$ cat config.mk
export PLATFORM = sky130hd
export DESIGN_NAME = shell_sort_descending
export DESIGN_NICKNAME = d
export VERILOG_FILES = /design/src/ssd_pkg.sv /design/src/ssd_ram.sv /design/src/ssd_seq.sv /design/src/shell_sort_descending.sv
export VERILOG_INCLUDE_DIRS = /design/src /design/src/src
export SDC_FILE = /design/constraint.sdc
export NUM_CORES = 2
export LEC_CHECK = 0
export BUFFER_PORTS_ARGS = -buffer_cell sky130_fd_sc_hd__buf_2
export CORE_MARGIN = 3
export CORE_UTILIZATION = 45
export DETAILED_ROUTE_END_ITERATION = 10
export GPL_TIMING_DRIVEN = 0
export PLACE_DENSITY = 0.64
export SYNTH_ARGS = -nofsm -noshare
export SYNTH_HDL_FRONTEND = slang
export SYNTH_HIERARCHICAL = 1
export SYNTH_SLANG_ARGS = --single-unit
$ cat constraint.sdc
create_clock -name clock -period 16.3 [get_ports clock]
set_clock_uncertainty 0.05 [all_clocks]
set_input_delay 1.63 -clock clock [delete_from_list [all_inputs] [get_ports clock]]
set_output_delay 1.63 -clock clock [all_outputs]
set_load 0.01 [all_outputs]
$ cat src/assert_macros.svh
// ----------------------------------------------------------------------------
// Assertion macros
// Concurrent assertion helpers used by the RTL; they compile to nothing
// when SYNTH is defined.
// ----------------------------------------------------------------------------
`ifndef ASSERT_MACROS_SVH
`define ASSERT_MACROS_SVH

`ifndef SYNTH
// Antecedent implies consequent in the same cycle.
`define ASSERT_SAME(label, clk, rst, ante, cons) \
   label: assert property (@(posedge clk) disable iff (rst) (ante) |-> (cons)) \
      else $error("assertion failed: same-cycle implication");
// Antecedent implies consequent in the next cycle.
`define ASSERT_NEXT(label, clk, rst, ante, cons) \
   label: assert property (@(posedge clk) disable iff (rst) (ante) |=> (cons)) \
      else $error("assertion failed: next-cycle implication");
`else
`define ASSERT_SAME(label, clk, rst, ante, cons)
`define ASSERT_NEXT(label, clk, rst, ante, cons)
`endif

`endif

$ cat src/ssd_pkg.sv
// ----------------------------------------------------------------------------
// Shell sort package
// Sizes, record and beat types, and sequencer states for the sort block.
// ----------------------------------------------------------------------------
`default_nettype none

package ssd_pkg;

   localparam int MAX_RECORDS = 64;
   localparam int KEY_BITS    = 48;
   localparam int TAG_BITS    = 16;

   localparam int IDX_BITS = (MAX_RECORDS > 1) ? $clog2(MAX_RECORDS) : 1;
   localparam int CNT_BITS = $clog2(MAX_RECORDS + 1);
   localparam int REC_BITS = KEY_BITS + TAG_BITS;

   localparam logic [CNT_BITS-1:0] MAX_CNT = CNT_BITS'(MAX_RECORDS);

   typedef struct packed {
      logic [KEY_BITS-1:0] key;
      logic [TAG_BITS-1:0] tag;
   } rec_type;

   typedef struct packed {
      logic [KEY_BITS-1:0] key;
      logic [TAG_BITS-1:0] tag;
      logic                final_record;
   } req_type;

   typedef struct packed {
      logic [KEY_BITS-1:0] sorted_key;
      logic [TAG_BITS-1:0] sorted_tag;
      logic                last_out;
      logic                overflow;
   } rsp_type;

   typedef struct packed {
      logic                wr_en;
      logic [IDX_BITS-1:0] wr_addr;
      rec_type             wr_data;
      logic [IDX_BITS-1:0] rd_addr;
   } mem_req_type;

   typedef struct packed {
      logic valid;
      logic last;
      logic overflow;
   } emit_type;

   typedef enum logic [2:0] {
      ST_IDLE,
      ST_GAP,
      ST_READ,
      ST_LOAD,
      ST_CMP,
      ST_PUT,
      ST_EMIT
   } seq_state_type;

endpackage

`default_nettype wire

$ cat src/ssd_ram.sv
// ----------------------------------------------------------------------------
// Generic RAM
// One write port and one read port with registered read data.
// ----------------------------------------------------------------------------
`default_nettype none

module ssd_ram #(
   parameter int WIDTH = 8,
   parameter int DEPTH = 16
) (
   input  wire logic                                     clock,
   input  wire logic                                     wr_en,
   input  wire logic [((DEPTH > 1) ? $clog2(DEPTH) : 1)-1:0] wr_addr,
   input  wire logic [WIDTH-1:0]                         wr_data,
   input  wire logic [((DEPTH > 1) ? $clog2(DEPTH) : 1)-1:0] rd_addr,
   output      logic [WIDTH-1:0]                         rd_data
);

   logic [WIDTH-1:0] mem_ff [DEPTH];

   always_ff @(posedge clock) begin
      if (wr_en) begin
         mem_ff[wr_addr] <= wr_data;
      end
      rd_data <= mem_ff[rd_addr];
   end

endmodule

`default_nettype wire

$ cat src/ssd_seq.sv
// ----------------------------------------------------------------------------
// Shell sort sequencer
// Loads records, runs the gapped insertion passes through one key comparator
// and streams the sorted store out.
// ----------------------------------------------------------------------------
`default_nettype none

module ssd_seq (
   input  wire logic                 clock,
   input  wire logic                 reset,
   input  wire logic                 start,
   input  wire ssd_pkg::req_type     req_data,
   output      logic                 busy,
   output      ssd_pkg::mem_req_type mem_req,
   input  wire ssd_pkg::rec_type     rd_data,
   output      ssd_pkg::emit_type    emit
);

   ssd_pkg::seq_state_type state_ff, state_in;
   logic [ssd_pkg::CNT_BITS-1:0] count_ff, count_in;
   logic                         ovf_ff, ovf_in;
   logic [ssd_pkg::CNT_BITS-1:0] gap_ff, gap_in;
   logic [ssd_pkg::CNT_BITS-1:0] i_ff, i_in;
   logic [ssd_pkg::CNT_BITS-1:0] j_ff, j_in;
   logic [ssd_pkg::CNT_BITS-1:0] e_ff, e_in;
   ssd_pkg::rec_type             k_ff, k_in;
   ssd_pkg::emit_type            emit_ff, emit_in;

   logic [ssd_pkg::CNT_BITS-1:0] i_inc;
   logic [ssd_pkg::CNT_BITS-1:0] nj;
   logic [ssd_pkg::CNT_BITS-1:0] cnt_inc;
   logic                         key_greater;

   // The single shared comparator of the sort.
   assign key_greater = k_ff.key > rd_data.key;
   assign i_inc       = i_ff + 1'b1;
   assign nj          = j_ff - gap_ff;
   assign cnt_inc     = count_ff + 1'b1;

   always_ff @(posedge clock) begin
      if (reset) begin
         state_ff <= ssd_pkg::ST_IDLE;
         count_ff <= '0;
         ovf_ff   <= 1'b0;
         emit_ff  <= '0;
      end else begin
         state_ff <= state_in;
         count_ff <= count_in;
         ovf_ff   <= ovf_in;
         emit_ff  <= emit_in;
      end
   end

   always_ff @(posedge clock) begin
      gap_ff <= gap_in;
      i_ff   <= i_in;
      j_ff   <= j_in;
      e_ff   <= e_in;
      k_ff   <= k_in;
   end

   always_comb begin
      state_in        = state_ff;
      count_in        = count_ff;
      ovf_in          = ovf_ff;
      gap_in          = gap_ff;
      i_in            = i_ff;
      j_in            = j_ff;
      e_in            = e_ff;
      k_in            = k_ff;
      emit_in         = '0;
      mem_req         = '0;
      busy            = 1'b1;

      case (state_ff)
         ssd_pkg::ST_IDLE: begin
            busy = 1'b0;
            if (start) begin
               if (count_ff < ssd_pkg::MAX_CNT) begin
                  mem_req.wr_en       = 1'b1;
                  mem_req.wr_addr     = count_ff[ssd_pkg::IDX_BITS-1:0];
                  mem_req.wr_data.key = req_data.key;
                  mem_req.wr_data.tag = req_data.tag;
                  count_in            = cnt_inc;
               end else begin
                  ovf_in = 1'b1;
               end
               if (req_data.final_record) begin
                  gap_in   = ((count_ff < ssd_pkg::MAX_CNT) ? cnt_inc : count_ff) >> 1;
                  state_in = ssd_pkg::ST_GAP;
               end
            end
         end
         ssd_pkg::ST_GAP: begin
            if (gap_ff == '0) begin
               e_in     = '0;
               state_in = ssd_pkg::ST_EMIT;
            end else begin
               i_in     = gap_ff;
               state_in = ssd_pkg::ST_READ;
            end
         end
         ssd_pkg::ST_READ: begin
            mem_req.rd_addr = i_ff[ssd_pkg::IDX_BITS-1:0];
            state_in        = ssd_pkg::ST_LOAD;
         end
         ssd_pkg::ST_LOAD: begin
            k_in            = rd_data;
            j_in            = i_ff;
            mem_req.rd_addr = 
               ssd_pkg::IDX_BITS'(i_ff - gap_ff);
            state_in        = ssd_pkg::ST_CMP;
         end
         ssd_pkg::ST_CMP: begin
            mem_req.wr_en   = 1'b1;
            mem_req.wr_addr = j_ff[ssd_pkg::IDX_BITS-1:0];
            if (key_greater) begin
               // Shift the compared record up one gap and read the one a gap further down.
               mem_req.wr_data = rd_data;
               j_in            = nj;
               if (nj >= gap_ff) begin
                  mem_req.rd_addr = ssd_pkg::IDX_BITS'(nj - gap_ff);
               end else begin
                  state_in = ssd_pkg::ST_PUT;
               end
            end else begin
               mem_req.wr_data = k_ff;
               i_in            = i_inc;
               if (i_inc < count_ff) begin
                  state_in = ssd_pkg::ST_READ;
               end else begin
                  gap_in   = gap_ff >> 1;
                  state_in = ssd_pkg::ST_GAP;
               end
            end
         end
         ssd_pkg::ST_PUT: begin
            mem_req.wr_en   = 1'b1;
            mem_req.wr_addr = j_ff[ssd_pkg::IDX_BITS-1:0];
            mem_req.wr_data = k_ff;
            i_in            = i_inc;
            if (i_inc < count_ff) begin
               state_in = ssd_pkg::ST_READ;
            end else begin
               gap_in   = gap_ff >> 1;
               state_in = ssd_pkg::ST_GAP;
            end
         end
         ssd_pkg::ST_EMIT: begin
            mem_req.rd_addr  = e_ff[ssd_pkg::IDX_BITS-1:0];
            emit_in.valid    = 1'b1;
            emit_in.last     = (e_ff + 1'b1) == count_ff;
            emit_in.overflow = ovf_ff;
            e_in             = e_ff + 1'b1;
            if ((e_ff + 1'b1) == count_ff) begin
               count_in = '0;
               ovf_in   = 1'b0;
               state_in = ssd_pkg::ST_IDLE;
            end
         end
         default: begin
            state_in = ssd_pkg::ST_IDLE;
         end
      endcase
   end

   assign emit = emit_ff;

endmodule

`default_nettype wire

$ cat src/shell_sort_descending.sv
// ----------------------------------------------------------------------------
// Shell sort, descending
// Collects tagged records and returns them sorted by key, largest first.
// ----------------------------------------------------------------------------
// Loading takes one beat per cycle; busy stays low until the final record.
// Sorting: each gap is checked in ST_GAP; an insertion step fetches its record in
// ST_READ and ST_LOAD, shifts in ST_CMP and places it in ST_CMP or ST_PUT.
// Emission: n beats back to back, the first after the final gap check, ST_EMIT and
// the store read register; busy drops with the last.
// Synchronous reset empties the set and clears overflow; the receiver cannot stall.
// ----------------------------------------------------------------------------
`default_nettype none

`include "assert_macros.svh"

module shell_sort_descending (
   input  wire logic             clock,
   input  wire logic             reset,
   input  wire logic             start,
   input  wire ssd_pkg::req_type req_data,
   output      logic             busy,
   output      logic             rsp_valid,
   output      ssd_pkg::rsp_type rsp_data
);

   // Memory requests from the sequencer and the registered read word.
   ssd_pkg::mem_req_type          mem_req;
   logic [ssd_pkg::REC_BITS-1:0]  rd_word;
   ssd_pkg::rec_type              rd_rec;
   ssd_pkg::emit_type             emit;

   assign rd_rec = ssd_pkg::rec_type'(rd_word);

   // The sequencer does all loading, the gapped insertion passes and the
   // read-out; its emit flags are registered in step with the read data.
   ssd_seq u_seq (
      .clock    (clock),
      .reset    (reset),
      .start    (start),
      .req_data (req_data),
      .busy     (busy),
      .mem_req  (mem_req),
      .rd_data  (rd_rec),
      .emit     (emit)
   );

   // Record store: key and tag side by side in one word.
   ssd_ram #(
      .WIDTH (ssd_pkg::REC_BITS),
      .DEPTH (ssd_pkg::MAX_RECORDS)
   ) u_store (
      .clock   (clock),
      .wr_en   (mem_req.wr_en),
      .wr_addr (mem_req.wr_addr),
      .wr_data (mem_req.wr_data),
      .rd_addr (mem_req.rd_addr),
      .rd_data (rd_word)
   );

   // Each result beat comes straight off the store's read register.
   assign rsp_valid           = emit.valid;
   assign rsp_data.sorted_key = rd_rec.key;
   assign rsp_data.sorted_tag = rd_rec.tag;
   assign rsp_data.last_out   = emit.valid & emit.last;
   assign rsp_data.overflow   = emit.valid & emit.overflow;

   // A final record always starts a sort.
   `ASSERT_NEXT(a_final_busy, clock, reset, start && !busy && req_data.final_record, busy)
   // The last beat of a run is never followed directly by another beat.
   `ASSERT_NEXT(a_last_ends, clock, reset, rsp_valid && rsp_data.last_out, !rsp_valid)
   // Mid-run beats only appear while the block is still reading out.
   `ASSERT_SAME(a_mid_busy, clock, reset, rsp_valid && !rsp_data.last_out, busy)
   // Keys within a run never increase.
   `ASSERT_SAME(a_desc, clock, reset, rsp_valid && $past(rsp_valid && !rsp_data.last_out),
                rsp_data.sorted_key <= $past(rsp_data.sorted_key))

endmodule

`default_nettype wire
==> results.toml <==
[route]
finalWirelength_mm = 491.6
routed-via-count = 85400
wl_per_cell_microns = 36.79
drt_first_iter_violations = 12670
drcViolationCount = 0
drt.antenna.violating_nets = 0
routed_via_count_divided_by_cell_count = 6.391
detail_route.first_pass.iterations = 7

[pwr]
clkPwrFrac_pct = 37.7
p_int_mw = 18.83
vdd_drop_max_uv = 98.21
p_leak_nw = 59.39
power-per-cell-area_nw_per_um2 = 132.3
switching_share_pct = 25.18
logic_gate_share_of_total_power_pct = 11.8
net-switching-power_mw = 6.337
seq_power_share_pct = 50.5

[placement]
globalplace.congestion = 0.9759
port_buffers = 135
place_worst_setup_slack_ps = 7919
detailed_place.area_sq_um = 176700
hpwlAfterDp_mm = 337.1

[hold_path]
min_path_cells = 0
timing.hold.worst.class = "flop to flop"

[yosys]
post_synth_num_cell_types = 73
synth_area_leader_cell = "sky130_fd_sc_hd__edfxtp_1"
post_synth_most_frequent_cells = "sky130_fd_sc_hd__edfxtp_1, sky130_fd_sc_hd__mux4_2, sky130_fd_sc_hd__buf_2"
synth.yosys.warnings = 6
post_synthesis_share_of_cell_area_spent_on_full_adders_half_adders_and_majority_gates_pct = 0.6088
synth-main-ff-cell = "sky130_fd_sc_hd__edfxtp_1"
synth_xor_area_share_pct = 0.1930
synthesis.instances = 7359
synth.cell_area_sq_um = 164000
muxShareOfSynthArea_pct = 14.95
synth.top_cells.by_area = "sky130_fd_sc_hd__edfxtp_1, sky130_fd_sc_hd__mux4_2, sky130_fd_sc_hd__dfxtp_1, sky130_fd_sc_hd__mux2i_1, sky130_fd_sc_hd__a22oi_1"
synth_enable_flop_cells = 4188
ys_seq_elements = 4266
synth_simple_gate_area_share_pct = 1.906
seq_total_area_yosys_pct = 77.63
yosysTopAreaCellShare_pct = 76.68
synth-compound-area-share_pct = 3.281
synth.most_common_cell = "sky130_fd_sc_hd__edfxtp_1"
synthArstFlopShare_pct = 0
dominant_combinational_cell_family_by_area_after_synthesis = "multiplexers"
synthesis.nets = 7505
syn_avg_cell_area_sq_um = 22.29

[critical_path]
register_to_register_setup_slack_ps = 7640
crit_path_start_kind = "flop"
cp-endpoint = "u_store/rd_data[34]$_DFF_P_"
timing.setup.critical_path_class = "flop to flop"
worst_ep_required_time_ps = 17100
regToRegStartpoint = "u_store/rd_data[28]$_DFF_P_"
crit_path_max_fanout = 11
r2r-end = "u_store/rd_data[34]$_DFF_P_"
cp.arrival_ps = 9460
crit_path_end_kind = "flop"
number_of_cells_traversed_by_the_worst_register_to_register_path = 17
critical_path_start = "u_store/rd_data[28]$_DFF_P_"

[die]
initial_core_util_pct = 45.24
die_h_microns = 609.7
ioPinCount = 136
rows = 221
core_area_sq_um = 362500
die_x_microns = 609.7
floorplan.die_area_sq_um = 371700

[clocking]
cts_tree = "yes"
cts.repair_timing.setup_buffer_count = 0
clk_pin_slew_worst_paths_ps = 60
ctsHoldBuffers = 0
total_cts_buffers = 421
cts.sink_count = 4266
postCtsResizedCells = 0
clock_insertion_delay_worst_skew_ps = 1000
cts_root_buf = "sky130_fd_sc_hd__clkbuf_16"
cts.path.max_buffers = 4
h-tree-depth = 5

[sta]
finalHoldViolations = 0
final.min_clock_period_ps = 8662
minimum_setup_slack_in_the_final_design_ps = 7638
relSlewSlack_pct = -1.853
grt_setup_unrepaired = "no"
worstMarginPinSlew_ps = 1527
share_of_the_clock_period_used_by_the_worst_path_after_layout_pct = 53.14
maxSlewViolCount = 7
timing.setup.tns_ps = 0
achievable-frequency_ghz = 0.1155
report.final.setup_viol = 0

[global_route]
grt-ovfl-total = 0
first_global_vias = 83550
grt_pass1_wl_mm = 674.8
global_route.usage.total_pct = 26.19
antenna_violations_before_repair = 36
grt_start_max_net_pins = 65

[cells_and_area]
drive_gt1_share_pct = 28.46
num-fill-cells = 27430
final_design_area_no_fill_sq_um = 190200
sequential_cell_area_sq_um = 127300
layout.nets = 8333
syn_to_final_growth_pct = 15.98
final_core_util_pct = 52.47
multi_input_comb_area_sq_um = 34950

[status]
run_status = "complete, but fails checks"
failed_checks = "max-capacitance violations, max-slew violations"

[flow_run]
max_cap_violations = 2
[metal layers]
| layer | wire (microns) | share of wire (%) | GRT usage [%] |
|---|---|---|---|
| met5 | 143 | 0.029 | 0 |
| met4 | 30870 | 6.3 | 13.77 |
| met3 | 58200 | 12 | 6.732 |
| met2 | 224900 | 46 | 39.63 |
| met1 | 177500 | 36 | 35.18 |
[placed cells by master, fill, tap and decap left out, types with 63 or more instances in the layout]
cell type	Yosys	final
sky130_fd_sc_hd__a211oi_1	66	66
sky130_fd_sc_hd__a22o_1	93	93
sky130_fd_sc_hd__a22oi_1	169	169
sky130_fd_sc_hd__and3_1	130	130
sky130_fd_sc_hd__buf_12	0	222
sky130_fd_sc_hd__buf_2	177	312
sky130_fd_sc_hd__clkbuf_1	164	245
sky130_fd_sc_hd__clkbuf_16	0	431
sky130_fd_sc_hd__clkinv_1	0	96
sky130_fd_sc_hd__clkinv_2	0	85
sky130_fd_sc_hd__dfxtp_1	78	78
sky130_fd_sc_hd__edfxtp_1	4188	4188
sky130_fd_sc_hd__ha_1	75	75
sky130_fd_sc_hd__inv_1	95	95
sky130_fd_sc_hd__mux2i_1	143	143
sky130_fd_sc_hd__mux4_2	1024	1024
sky130_fd_sc_hd__nand2_1	109	109
sky130_fd_sc_hd__nand3_1	64	64
sky130_fd_sc_hd__nor2_1	143	79
sky130_fd_sc_hd__nor2_4	0	63
sky130_fd_sc_hd__o22ai_1	90	90
[sequential cells by signal, indices dropped and copies added, names as in the netlist]
register and flops:
u_seq/state_ff 3, u_seq/j_ff 7, u_seq/i_ff 7, u_seq/k_ff 64, u_store/mem_ff 4096, u_store/rd_data 64, u_seq/emit 3, u_seq/count_ff 7
u_seq/gap_ff 7, u_seq/e_ff 7, u_seq/ovf_ff 1
[worst max-delay path, cell delays in order (launching register included)]
cell and delay [ps]:
sky130_fd_sc_hd__dfxtp_1 980, sky130_fd_sc_hd__inv_1 110, sky130_fd_sc_hd__ha_1 310, sky130_fd_sc_hd__nand4_1 230
sky130_fd_sc_hd__nor4_1 800, sky130_fd_sc_hd__o21ai_0 330, sky130_fd_sc_hd__a31oi_4 350, sky130_fd_sc_hd__o31ai_4 240
sky130_fd_sc_hd__a211oi_2 480, sky130_fd_sc_hd__a22o_1 220, sky130_fd_sc_hd__buf_4 390, sky130_fd_sc_hd__buf_4 370
sky130_fd_sc_hd__buf_2 550, sky130_fd_sc_hd__buf_2 660, sky130_fd_sc_hd__clkbuf_1 620, sky130_fd_sc_hd__a211oi_1 260
sky130_fd_sc_hd__o22ai_1 950, sky130_fd_sc_hd__and3_1 550
[cell families (layout without fill, tap and decap cells)]
logic type / Yosys count / count (layout)
multiplexers: 1170 / 1170
buffers and inverters: 504 / 1688
flip-flops: 4266 / 4266
other: 0 / 24
AO/OA/AOI/OAI: 699 / 699
adder cells (fa/ha/maj): 78 / 78
AND/OR/NAND/NOR: 609 / 609
XOR/XNOR: 33 / 33
[area by class of cell]
cell class / count / share of cell area (%)
sequential: 4266 / 66.94
multi-input combinational: 2589 / 18.37
clock buffer: 534 / 5.957
timing repair buffer: 405 / 3.207
tap: 4794 / 3.153
clock inverter: 245 / 1.108
buffer: 409 / 1.046
inverter: 95 / 0.1875
antenna: 24 / 0.03157
[worst min-delay path by stage]
stage | from | endpoint
2_1_floorplan | u_seq/ovf_ff$_SDFFE_PP0P_ | u_seq/emit[0]$_SDFF_PP0_
3_3_place_gp | u_store/rd_data[13]$_DFF_P_ | u_seq/k_ff[13]$_DFFE_PP_
3_5_place_dp | u_store/rd_data[13]$_DFF_P_ | u_seq/k_ff[13]$_DFFE_PP_
4_1_cts | u_store/rd_data[13]$_DFF_P_ | u_seq/k_ff[13]$_DFFE_PP_
5_1_grt | u_store/rd_data[0]$_DFF_P_ | u_seq/k_ff[0]$_DFFE_PP_
6_report | u_store/rd_data[0]$_DFF_P_ | u_seq/k_ff[0]$_DFFE_PP_
[stage by stage]
stage / hold slack, ps / instances / total power [mW]
after floorplan: 380.7 / 7359 / 14.33
after global placement: 394.2 / 12290 / 15.71
after detailed placement: 395.8 / 12560 / 15.83
after CTS: 412.3 / 13340 / 25.21
after global routing: 434.3 / 13340 / 25.83
final: 414.1 / 13360 / 25.17
[power groups by stage]
stage                     clock network, mW  registers [mW]  logic (mW)
after CTS                              9.61            12.7        2.91
after global routing                   10.1            12.7        3.08
after floorplan                           0            12.8        1.55
final                                  9.49            12.7        2.96
after detailed placement                  0            12.9        2.90
after global placement                    0            13.0        2.74
Note: power is estimated with default switching activity, not from simulation.
